--- config.mk ---
export PLATFORM = sky130hd
export DESIGN_NAME = icv_kernel_mac
export DESIGN_NICKNAME = d
export VERILOG_FILES = /design/src/design/assert_macros.svh /design/src/design/icv_pkg.sv /design/src/design/icv_kernel_mac.sv
export SDC_FILE = /design/constraint.sdc
export NUM_CORES = 1
export LEC_CHECK = 0
export ABC_AREA = 1
export BUFFER_PORTS_ARGS = -buffer_cell sky130_fd_sc_hd__clkbuf_2
export CAP_MARGIN = 20
export CORE_MARGIN = 1.5
export CORE_UTILIZATION = 45
export DETAILED_ROUTE_END_ITERATION = 10
export GPL_TIMING_DRIVEN = 0
export SLEW_MARGIN = 20
export SYNTH_ARGS = -nofsm -noshare
export SYNTH_HDL_FRONTEND = slang
export SYNTH_SLANG_ARGS = --single-unit
--- constraint.sdc ---
create_clock -name vclk -period 8.7
set_input_delay 0.435 -clock vclk [all_inputs]
set_output_delay 0.435 -clock vclk [all_outputs]
set_load 0.1 [all_outputs]
--- src/design/assert_macros.svh ---
// Assertion macros shared by the RTL of the 3x3 convolution block.
// Self-contained; included by the modules that carry concurrent assertions.
`ifndef ASSERT_MACROS_SVH
`define ASSERT_MACROS_SVH

// Property checked on every rising edge, reset or not.
`define ICV_ASSERT_NR(lbl, clk, prop, msg) \
  lbl: assert property (@(posedge clk) prop) else $error(msg);

// Property checked only while the active-low reset is released.
`define ICV_ASSERT(lbl, clk, rst_n, prop, msg) \
  lbl: assert property (@(posedge clk) disable iff (!rst_n) prop) else $error(msg);

`endif

--- src/design/icv_pkg.sv ---
// Shared constants, types and kernel coefficients of the 3x3 convolution block.
// No dependencies; compiled before all other files of the block.
package icv_pkg;

  parameter int DEF_MAX_WIDTH  = 1024;
  parameter int DEF_MAX_HEIGHT = 1024;
  parameter int DEF_PIXEL_BITS = 8;

  parameter int CFG_IDX_BITS  = 2;
  parameter int CFG_DATA_BITS = 11;
  parameter int SIZE_RESET    = 1024;

  parameter int VALUE_BITS = 13;
  parameter int POS_BITS   = 10;

  typedef enum logic [CFG_IDX_BITS-1:0] {
    CFG_KERNEL = 2'd0,
    CFG_WIDTH  = 2'd1,
    CFG_HEIGHT = 2'd2
  } icv_cfg_e;

  typedef enum logic [1:0] {
    K_EMBOSS  = 2'd0,
    K_EDGE    = 2'd1,
    K_SHARPEN = 2'd2,
    K_BLUR    = 2'd3
  } icv_kernel_e;

  // Coefficients indexed by kernel, window row (top first), window column (left first).
  localparam logic signed [3:0] KERNEL_COEF [4][3][3] = '{
    '{'{ 2, -1,  0}, '{-1,  1,  1}, '{ 0,  1,  2}},
    '{'{-1,  0,  1}, '{-2,  0,  2}, '{-1,  0,  1}},
    '{'{ 1, -2,  1}, '{-2,  5, -2}, '{ 1, -2,  1}},
    '{'{ 1,  1,  1}, '{ 1,  1,  1}, '{ 1,  1,  1}}
  };

  // Position and border information that travels with an output word.
  typedef struct packed {
    logic [POS_BITS-1:0] row;
    logic [POS_BITS-1:0] col;
    logic                last;
    logic                interior;
  } icv_meta_t;

endpackage

--- src/design/icv_kernel_mac.sv ---
// Weighted 3x3 sum for the selected preset kernel, or the center pixel at borders.
// Depends on icv_pkg for the coefficient table and result width.
module icv_kernel_mac import icv_pkg::*; #(
  parameter int PIXEL_BITS = DEF_PIXEL_BITS
) (
  input  logic [PIXEL_BITS-1:0]      win_i [3][3],
  input  icv_kernel_e                kernel_i,
  input  logic                       interior_i,
  output logic signed [VALUE_BITS-1:0] value_o
);

  localparam int SUMW = PIXEL_BITS + 5;

  logic signed [SUMW-1:0]            sums [4];
  logic signed [SUMW-1:0]            res;
  logic signed [SUMW+VALUE_BITS-1:0] res_ext;

  // Coefficients are constants after unrolling, so each product is a shift-add.
  always_comb begin
    for (int k = 0; k < 4; k++) begin
      sums[k] = '0;
      for (int i = 0; i < 3; i++) begin
        for (int j = 0; j < 3; j++) begin
          sums[k] = sums[k] + SUMW'(KERNEL_COEF[k][i][j]) * $signed(SUMW'(win_i[i][j]));
        end
      end
    end
  end

  always_comb begin
    if (interior_i) begin
      res = sums[kernel_i];
    end else begin
      res = $signed(SUMW'(win_i[1][1]));
    end
  end

  assign res_ext = {{VALUE_BITS{res[SUMW-1]}}, res};
  assign value_o = res_ext[VALUE_BITS-1:0];

endmodule

# == Yosys cells after proc, flatten, opt, wreduce, memory -nomap -nowiden ==
# Index checks and enable logic that the tools add are counted.
# word_totals
elab_cells,42
register_bits,0
input_bits,75
# classes
mux,4
mul,1
bitwise,1
add_sub_neg,35
n_lt_le_gt_ge,1
# ops
cell,count
$add A13 B9 Y13,11
$add A13 B13 Y13,6
$neg A8 Y13,4
$neg A8 Y12,4
$mux W13,3
$add A13 B10 Y13,2
$bmux W13 S2,1
$add A10 B13 Y13,1
$add A12 B8 Y13,1
$add A13 B12 Y13,1
$add A9 B13 Y13,1
$add A11 B8 Y12,1
$add A10 B8 Y11,1
$mul A3 B8 Y11 const A,1
$add A9 B8 Y10,1
$add A8 B8 Y9,1
$ge A3 B3 Y1 const B,1
$not A2 Y3,1

# == Longest topological paths before layout ==
# Gate-level depths: netlist of run 1.
# logic_depth
ltp_word,13
depth_mapped,29
ltp_nobuf,29

# == Worst setup path after synthesis of run 1 ==
# Ideal clock, no wire load.
# synth_timing
kind,input-to-output
start,in win_i[33] (netlist bit)
end,out value_o[11]
n_path_buf,0
path_stages,25
setup_slack_ns,1.242
arrival_ns,7.023
cell_sequence,ha_1 -> ha_1 -> inv_1 -> fa_1 -> o21ai_0 -> a21oi_1 -> nor2_1 -> nor2_1 -> xor2_1 -> fa_1 -> fa_1 -> inv_1 -> fa_1 -> inv_1 -> fa_1 -> inv_1 -> ha_1 -> inv_1 -> nor3_1 -> nand2_1 -> nand3_1 -> xor2_1 -> nand2_1 -> a21oi_1 -> nor3_1
# synth_via
elab_chain_cells,10
word_cells_on_any_way,19
cone_classes,14 x add/sub; 1 x mul; 4 x mux
# synth_rtl
element,line,text
from (decl),icv_kernel_mac.sv:6,"input logic [PIXEL_BITS-1:0] win_i [3][3],"
$mul A3 B8 Y11,icv_kernel_mac.sv:24,sums[k] = sums[k] + SUMW'(KERNEL_COEF[k][i][j]) * $signed(SUMW'(win_i[i][j]));
$add A13 B12 Y13,icv_kernel_mac.sv:24,
$add A13 B13 Y13,icv_kernel_mac.sv:24,
$add A13 B9 Y13,icv_kernel_mac.sv:24,
$add A13 B13 Y13,icv_kernel_mac.sv:24,
$add A13 B9 Y13,icv_kernel_mac.sv:24,
$bmux W13 S2 *,icv_kernel_mac.sv:32,res = sums[kernel_i];
$mux W13 (not written as such) * (2 in a row),icv_kernel_mac.sv:32,
$mux W13 *,icv_kernel_mac.sv:31,if (interior_i) begin
to (decl),icv_kernel_mac.sv:9,output logic signed [VALUE_BITS-1:0] value_o
# Every way passes the cells marked *; elsewhere a longest branch is shown, timed or not. The select of a mux whose other input is x is not followed.

# == Worst setup path after layout of run 1 ==
# layout_timing
start,in win_i[33] (netlist bit)
end,out value_o[12]
# The elaborated chain is that of the path after synthesis.

==> summary.txt, run 1 <==
Job
  – Max cap viols: 0

Route
  – Final ANT Viol Nets: 0
  – DR iter-0 viols: between 300 and 400
  – Post-Route WL: 22400 um
  – Vias/cell: ~4.9
  – Vias: 6250
  – WL/cell: between 15 and 20 um
  – Drt drc: 0
  – DRT Pass-1 Iters: 5

STA
  – Hold Slack: around 1.6 ns
  – Final setup margin: 1.71 ns
  – RSZ-0062 raised after global routing: no
  – Count of pins over their slew limit: 0
  – Setup Viol. Count Final: 0
  – Least-Margin Pin Slew: ~0.55 ns
  – Setup total negative slack: 0 ns
  – Crit share post-route: 80.4%
  – Hold Violations, Final: 0
  – Fin crit period: ~7.0 ns
  – F_max: approximately 140 MHz
  – Slew headroom: between 60% and 70%

Yosys
  – Avg Inst Size Synth: 8.30 sq um
  – Syn nets: 1300
  – Cell count after synthesis: between 900 and 1k
  – Synth cell types: 36
  – Seq/Total Area, Yosys: 0%
  – Mapped Area: roughly 8000 sq um
  – YS warnings: 0

Power
  – Power Density: around 360 nW/um^2
  – VDD IR max: about 0.2 mV
  – P_leak: 4.67 nW

Global route
  – Via count of the first global-routing pass: around 6.6k
  – Top Usage Layer GRT: met2
  – Routing usage on met1: roughly a third
  – GRT Resource Usage Total: 26.0%
  – Largest net degree at the start of global routing: 11
  – Met2 Usage GRT: a little under half
  – Initial antenna violation count: 0
  – Gr ovfl total: 0
  – GR Util met3: 0.895%
  – First-pass GRT wire length: about 36000 um

Clock tree
  – # hold bufs at CTS: 0
  – Setup Buffers After CTS: 0
  – PostCTS Resize Cnt: 0

Cells and area
  – Commonest non-fill, non-tap cell in the layout: inv_1
  – Antenna Cells: 0
  – Seq Cell Count: 0
  – Final Instance Area: ~8700 sq um
  – Layout area overhead: 8.95%
  – Storage element area: 0 sq um
  – Fillers: roughly 1.7k
  – Most frequent cells in the layout: inv_1 (286), fa_1 (188), nand2_1 (101)
  – Final net count: around 1.4k
  – Fin cells: ~1.3k
  – Multi-input gate area: between 6000 and 7000 sq um
  – Fraction of layout cells with a size suffix above 1: a little over a tenth
  – # clk buffers: 0

Status
  – Outcome: complete, no violations

Place
  – Placed instance area: slightly below 9000 sq um
  – Detailed Place HPWL: slightly above 20000 um
  – RePlAce Congestion: ~0.9
  – Dpl ws: approximately 1.8 ns
  – # placed instances: about 1.3k
  – Port bufs: 86

Worst setup path
  – Crit path buffers/inverters: 7
  – CP arrival: around 6.6 ns
  – Worst path slowest cell: fa_1
  – Worst Setup SP: win_i[33]
  – Setup Crit Path Kind: in2out
  – CP max stage delay: slightly below 0.6 ns
  – Worst setup SP type: input port
  – Max FO, Critical Path: 5
  – CP Capture Type: output pin
  – Worst Path Required: approximately 8.3 ns
  – Cell family with most CP delay: adder cells

Floorplan
  – I/O pin total: 88
  – Rows: between 40 and 50
  – Chip width: 136 um
  – Die Height: approximately 140 um
  – Starting Density: about 46%
  – Die ar.: roughly 18000 sq um
  – Core ar.: approximately 17000 sq um

Hold path
  – Hold path startpoint: win_i[32]
  – Hold Crit Class: in2out
==> cell type report <==
| type | count | area share, % |
|---|---|---|
| Multi-Input combinational cell | 658 | 78.5 |
| Tap cell | 225 | 3.25 |
| Timing Repair Buffer | 86 | 4.97 |
| Buffer | 9 | 0.664 |
| Inverter | 291 | 12.6 |
==> final timing paths <==
| path | end | slack [ns] | depth (start not counted) |
|---|---|---|---|
| worst min-delay path | value_o[0] | 1.59 | 4 |
| worst max-delay path | value_o[12] | 1.71 | 29 |
==> worst min-delay path: stages <==
cell and delay [ns]:
clkbuf_2 0.18, nor2_1 0.12, a31oi_1 0.06, clkbuf_2 0.36
==> cells by family after synthesis <==
| logic type | after synthesis | share of synthesized area [%] |
|---|---|---|
| xor gates and xnor gates | 39 | 4.29 |
| buffers and inverters | 300 | 14.5 |
| and+or+nand+nor | 236 | 13.6 |
| AOI/OAI and AO/OA | 116 | 7.96 |
| adders and majority gates | 267 | 59.7 |
==> per-layer routing <==
metal  wire length, um  vias to the layer above
met3               785                       33
met4               835                        0
met1              9670                     2984
met2             11100                      181
li1                  -                     3052
met5                 0                        -
==> report_power, final <==
group | switching [mW] | internal, mW | total, mW
combinational | 2.00 | 1.12 | 3.12
sequential | 0 | 0 | 0
clock | 0 | 0 | 0
total | 2.00 | 1.12 | 3.12
==> synth_stat cells, drive strengths merged <==
master	count	share of area, %
a211oi	1	0.094
a21boi	2	0.19
a21o	2	0.19
a21oi	52	3.3
a22o	1	0.11
a31oi	11	0.87
and2	1	0.079
buf	4	0.36
clkbuf	5	0.36
clkinv	1	0.047
fa	188	47
ha	79	12
inv	290	14
nand2	104	5.0
nand3	47	3.2
nand3b	3	0.28
nand4	6	0.47
nor2	59	3.4
nor3	15	1.1
o211ai	4	0.38
o21ai	38	2.4
o21bai	5	0.47
or2	1	0.079
xnor2	11	1.2
xor2	28	3.1
==> metrics by stage <==
step,total power [mW],util [%]
2_1_floorplan,2.28,-
3_3_place_gp,3.10,50.1
3_5_place_dp,3.13,50.1
4_1_cts,3.15,50.1
5_1_grt,3.55,50.1
6_report,3.12,50.1
(Power assumes the default switching activity.)
==> run 2: changes to the inputs <==
==> constraint.sdc (replaced) <==
create_clock -name vclk -period 6.6
set_input_delay 0.33 -clock vclk [all_inputs]
set_output_delay 0.33 -clock vclk [all_outputs]
set_load 0.1 [all_outputs]
==> run 2 against run 1 <==
  * Non-clock buffer count unchanged
  * Routed wire length down 0.46%
  * Clock-buffer cell count unchanged
  * Final area up 0.61%
  * Combinational power up 33%
  * Highest routed layer unchanged
  * Flip-flop and latch count unchanged
  * First-iteration DRC count down 0.78%
  * Final cell count unchanged
  * Die area unchanged
  * Critical path depth up 1
  * Total power up 33%
  * Via count up 0.80%
==> summary.txt, run 2 (synthesis gave the netlist of run 1 again) <==
Floorplan
  – Core ar.: 17300 sq um (unchanged)
  – I/O pin total: 88 (unchanged)
  – Chip width: 136 um (unchanged)
  – Die ar.: 18500 sq um (unchanged)
  – Die Height: 136 um (unchanged)
  – Rows: 48 (unchanged)
  – Starting Density: 46.0% (unchanged)

Global route
  – GRT Resource Usage Total: 26.5% (+0.46 points)
  – Gr ovfl total: 0 (unchanged)
  – Via count of the first global-routing pass: 6839 (+3.5%)
  – GR Util met3: 1.27% (+0.37 points)
  – First-pass GRT wire length: 36600 um (+2.1%)
  – Top Usage Layer GRT: met2
  – Initial antenna violation count: 0 (unchanged)
  – Routing usage on met1: 34.1% (-0.58 points)
  – Met2 Usage GRT: 46.8% (+0.59 points)
  – Largest net degree at the start of global routing: 11 (unchanged)

Worst setup path
  – CP max stage delay: 0.55 ns (-0.03 ns)
  – Max FO, Critical Path: 5 (unchanged)
  – Setup Crit Path Kind: in2out
  – Worst Path Required: 6.27 ns (-2.00 ns)
  – Worst path slowest cell: fa_1
  – Worst setup SP type: input port
  – CP Capture Type: output pin
  – CP arrival: 5.83 ns (-0.73 ns)
  – CP dominant cell by count: nand2_1

Place
  – RePlAce Congestion: 0.940 (+1.5%)
  – Port bufs: 86 (unchanged)
  – Dpl ws: -0.0865 ns (-1.88 ns)
  – Detailed Place HPWL: 20700 um (-0.38%)

Cells and area
  – # clk buffers: 0 (unchanged)
  – Final net count: 1388 (unchanged)
  – Commonest non-fill, non-tap cell in the layout: inv_1
  – Util after Layout: 50.4% (+0.30 points)
  – Most frequent cells in the layout: inv_1 (286), fa_1 (188), nand2_1 (101)
  – Storage element area: 0 sq um (unchanged)
  – Layout area overhead: 9.61%
  – Seq Cell Count: 0 (unchanged)
  – Fraction of layout cells with a size suffix above 1: 11.5% (+0.67 points)
  – Antenna Cells: 0 (unchanged)

Hold path
  – Hold Crit Class: in2out

Route
  – WL/cell: 17.5 um (-0.46%)
  – Vias: 6300 (+0.80%)
  – Final ANT Viol Nets: 0 (unchanged)
  – Vias/cell: 4.96 (+0.80%)
  – DR iter-0 viols: 382 (-0.78%)
  – DRT Pass-1 Iters: 5 (unchanged)
  – Post-Route WL: 22300 um (-0.46%)
  – Drt drc: 0 (unchanged)

Clock tree
  – Setup Buffers After CTS: 0 (unchanged)
  – # hold bufs at CTS: 0 (unchanged)

STA
  – RSZ-0062 raised after global routing: no
  – Final setup margin: 0.438 ns (-1.27 ns)
  – Slew headroom: 63.7% (-0.15 points)
  – Fin crit period: ~6.2 ns
  – Count of pins over their slew limit: 0 (unchanged)
  – F_max: 162 MHz
  – Crit share post-route: ~93%
  – Setup Viol. Count Final: 0 (unchanged)
  – Least-Margin Pin Slew: 0.548 ns (+0.00225 ns)
  – Hold Violations, Final: 0 (unchanged)

Status
  – Outcome: complete, no violations

Power
  – P_leak: 4.68 nW (+0.28%)
  – Power Density: 476 nW/um^2 (+32%)
  – VDD IR max: 0.341 mV (+73%)

Job
  – Max cap viols: 0 (unchanged)
run 2: final timing paths:
check | start | to | slack [ns] | cells after the start
worst max-delay path | win_i[37] | value_o[10] | 0.44 | 30
worst min-delay path | kernel_i[1] | value_o[12] | 1.37 | 6
run 2: timing repair:
item	in CTS	in global routing
endpoints found under the hold margin	0	0
gates resized for setup	2	12
pin swaps	0	2
setup endpoints to repair	1	3
run 2: metal layers:
metal / vias to the layer above / wire [um]
met3: 42 / 805
met1: 3018 / 9420
met2: 185 / 10900
li1: 3055 / -
met4: 0 / 1140
met5: - / 0
run 2: final cells by class:
type | count | area [sq um]
plain buffers | 9 | 57.6
fillers | 1719 | 8580
inverters | 291 | 1090
multi-input cells | 658 | 6840
well taps | 225 | 282
repair buffers | 86 | 444
run 2: where the power goes:
group | switching [mW] | internal (mW)
Sequential | 0 | 0
Clock | 0 | 0
Combinational | 2.64 | 1.51
Total | 2.64 | 1.51
run 2: critical path: cells and delay by family:
family	cells	cell delay (ns)
xor+xnor	1	0.15
simple gates	11	0.95
fa+ha+maj	7	3.14
buf+inv	8	0.88
compound gates	3	0.37
run 2: stage by stage:
stage | cells | total power [mW] | hold slack [ns] | cell area, sq um | setup TNS (ns)
after floorplan | 958 | 3.01 | 1.09 | 7960 | 0
after global placement | 1269 | 4.09 | 1.39 | 8670 | -0.110
after detailed placement | 1269 | 4.11 | 1.39 | 8670 | -0.0865
after CTS | 1269 | 4.14 | 1.37 | 8680 | 0
after global routing | 1269 | 4.74 | 1.40 | 8720 | 0
final | 1269 | 4.15 | 1.37 | 8720 | 0
==> run 3: changes to the inputs <==
--- a/config.mk
+++ b/config.mk
@@ -8,10 +8,14 @@
 export ABC_AREA = 1
 export BUFFER_PORTS_ARGS = -buffer_cell sky130_fd_sc_hd__clkbuf_2
 export CAP_MARGIN = 20
+export CELL_PAD_IN_SITES_DETAIL_PLACEMENT = 1
+export CELL_PAD_IN_SITES_GLOBAL_PLACEMENT = 1
 export CORE_MARGIN = 1.5
 export CORE_UTILIZATION = 45
 export DETAILED_ROUTE_END_ITERATION = 10
 export GPL_TIMING_DRIVEN = 0
+export PLACE_DENSITY_LB_ADDON = 0.1
+export RECOVER_POWER = 25
 export SLEW_MARGIN = 20
 export SYNTH_ARGS = -nofsm -noshare
 export SYNTH_HDL_FRONTEND = slang
==> run 3 against run 2 <==
  * Largest cell class unchanged
  * Clock-buffer cell count unchanged
  * Die area unchanged
  * Critical path type unchanged
  * Final area stayed put
  * Largest power group unchanged
==> summary.txt, run 3 (synthesis gave the netlist of run 1 again) <==
Status
  – Outcome: complete, no violations

Global route
  – Via count of the first global-routing pass: 7196 (+5.2%)
  – GRT Resource Usage Total: 28.3% (+1.9 points)
  – Initial antenna violation count: 0 (unchanged)
  – First-pass GRT wire length: 39100 um (+6.6%)
  – Largest net degree at the start of global routing: 11 (unchanged)
  – Gr ovfl total: 0 (unchanged)

Route
  – Vias/cell: 5.10 (+2.7%)
  – Final ANT Viol Nets: 0 (unchanged)
  – Post-Route WL: 24600 um (+11%)
  – DR iter-0 viols: 255 (-33%)
  – WL/cell: 19.4 um (+11%)
  – Vias: 6471 (+2.7%)
  – Drt drc: 0 (unchanged)
  – DRT Pass-1 Iters: 4 (-1)

STA
  – Fin crit period: 6.34 ns (+0.180 ns)
  – Least-Margin Pin Slew: 1.19 ns (+0.644 ns)
  – Crit share post-route: 96.1% (+2.7 points)
  – F_max: 158 MHz (-2.8%)
  – Slew headroom: 20.9% (-43 points)
  – Count of pins over their slew limit: 0 (unchanged)
  – Hold Violations, Final: 0 (unchanged)
  – Setup Viol. Count Final: 0 (unchanged)
  – Hold Slack: 1.37 ns (-0.00292 ns)

Worst setup path
  – Crit path buffers/inverters: 7 (-1)
  – Worst path slowest cell: fa_1
  – CP arrival: 6.01 ns (+0.18 ns)
  – Cell family with most CP delay: adder cells
  – CP dominant cell by count: inv_1
  – Worst Path Required: 6.27 ns (about the same)
  – Worst Setup SP: win_i[37]
  – Max FO, Critical Path: 5 (unchanged)
  – Worst setup SP type: input port
  – CP max stage delay: 0.54 ns (about the same)
  – CP Capture Type: output pin
  – Setup Crit Path Kind: in2out

Cells and area
  – Layout area overhead: 9.61% (unchanged)
  – Fillers: 2192 (+28%)
  – Fin cells: 1269 (unchanged)
  – Final Instance Area: 8720 sq um (unchanged)
  – Seq Cell Count: 0 (unchanged)
  – Fraction of layout cells with a size suffix above 1: 11.3% (-0.19 points)
  – Antenna Cells: 0 (unchanged)
  – Final net count: 1388 (unchanged)
  – Most frequent cells in the layout: inv_1 (286), fa_1 (188), nand2_1 (101)
  – Commonest non-fill, non-tap cell in the layout: inv_1
  – # clk buffers: 0 (unchanged)
  – Storage element area: 0 sq um (unchanged)

Hold path
  – Hold path startpoint: kernel_i[1]
  – Hold Crit Class: in2out

Place
  – RePlAce Congestion: 0.912 (-3.0%)
  – Detailed Place HPWL: 22700 um (+9.7%)
  – Placed instance area: 8670 sq um (unchanged)
  – # placed instances: 1269 (unchanged)
  – Port bufs: 86 (unchanged)

Job
  – Max cap viols: 0 (unchanged)

Power
  – VDD IR max: 0.273 mV (-20%)
  – P_leak: 4.67 nW (-0.18%)
  – Final total power: 4.18 mW (+0.73%)
  – Power Density: 480 nW/um^2 (+0.73%)

Floorplan
  – I/O pin total: 88 (unchanged)
  – Die Height: 136 um (unchanged)
  – Die ar.: 18500 sq um (unchanged)
  – Core ar.: 17300 sq um (unchanged)
  – Rows: 48 (unchanged)
  – Chip width: 136 um (unchanged)
  – Starting Density: 46.0% (unchanged)
run 3: where the power goes:
group,switching [mW],leakage (nW),internal (mW)
clock,0,0,0
sequential,0,0,0
combinational,2.70,4.67,1.48
total,2.70,4.67,1.48
run 3: per-stage QoR:
| stage | TNS [ns] | worst slack, ns | util [%] |
|---|---|---|---|
| 4_1_cts | 0 | 0.0131 | 50.2 |
| 6_report | 0 | 0.258 | 50.4 |
| 3_3_place_gp | -0.402 | -0.262 | 50.1 |
| 5_1_grt | -0.0631 | -0.0631 | 50.4 |
| 3_5_place_dp | -0.456 | -0.235 | 50.1 |
| 2_1_floorplan | 0 | 0.00508 | - |
run 3: worst min-delay path, delay by kind of cell:
kind                   cells  cell delay [ns]
and+or+nand+nor            1             0.06
AOI/OAI and AO/OA          1             0.12
buffers and inverters      3             0.52
run 3: repair_timing:
action | in CTS | in global routing
buffers inserted | 0 | 0
hold buffers | 0 | 0
gates resized for setup | 5 | 10
endpoints found under the setup margin | 3 | 3
pin swaps | 0 | 2
run 3: final cells by class:
type	instances	area (sq um)	area share, %
multi-input combinational	658	6850	78.5
inverter	291	1090	12.5
timing repair buffer	86	440	5.05
tap	225	282	3.23
buffer	9	57.6	0.660
run 3: path summary, 6_finish.rpt:
check / endpoint / slack (ns) / depth (start not counted)
worst max-delay path: value_o[12] / 0.26 / 29
worst min-delay path: value_o[12] / 1.37 / 5
run 3: routing by layer:
metal  up-vias  routed length [um]  track usage, %
li1       3053                   -               -
met1      3237               10100            36.0
met2       149               12700            53.0
met3        32                1010           0.858
met4         0                 816            7.33
met5         -                   0               0
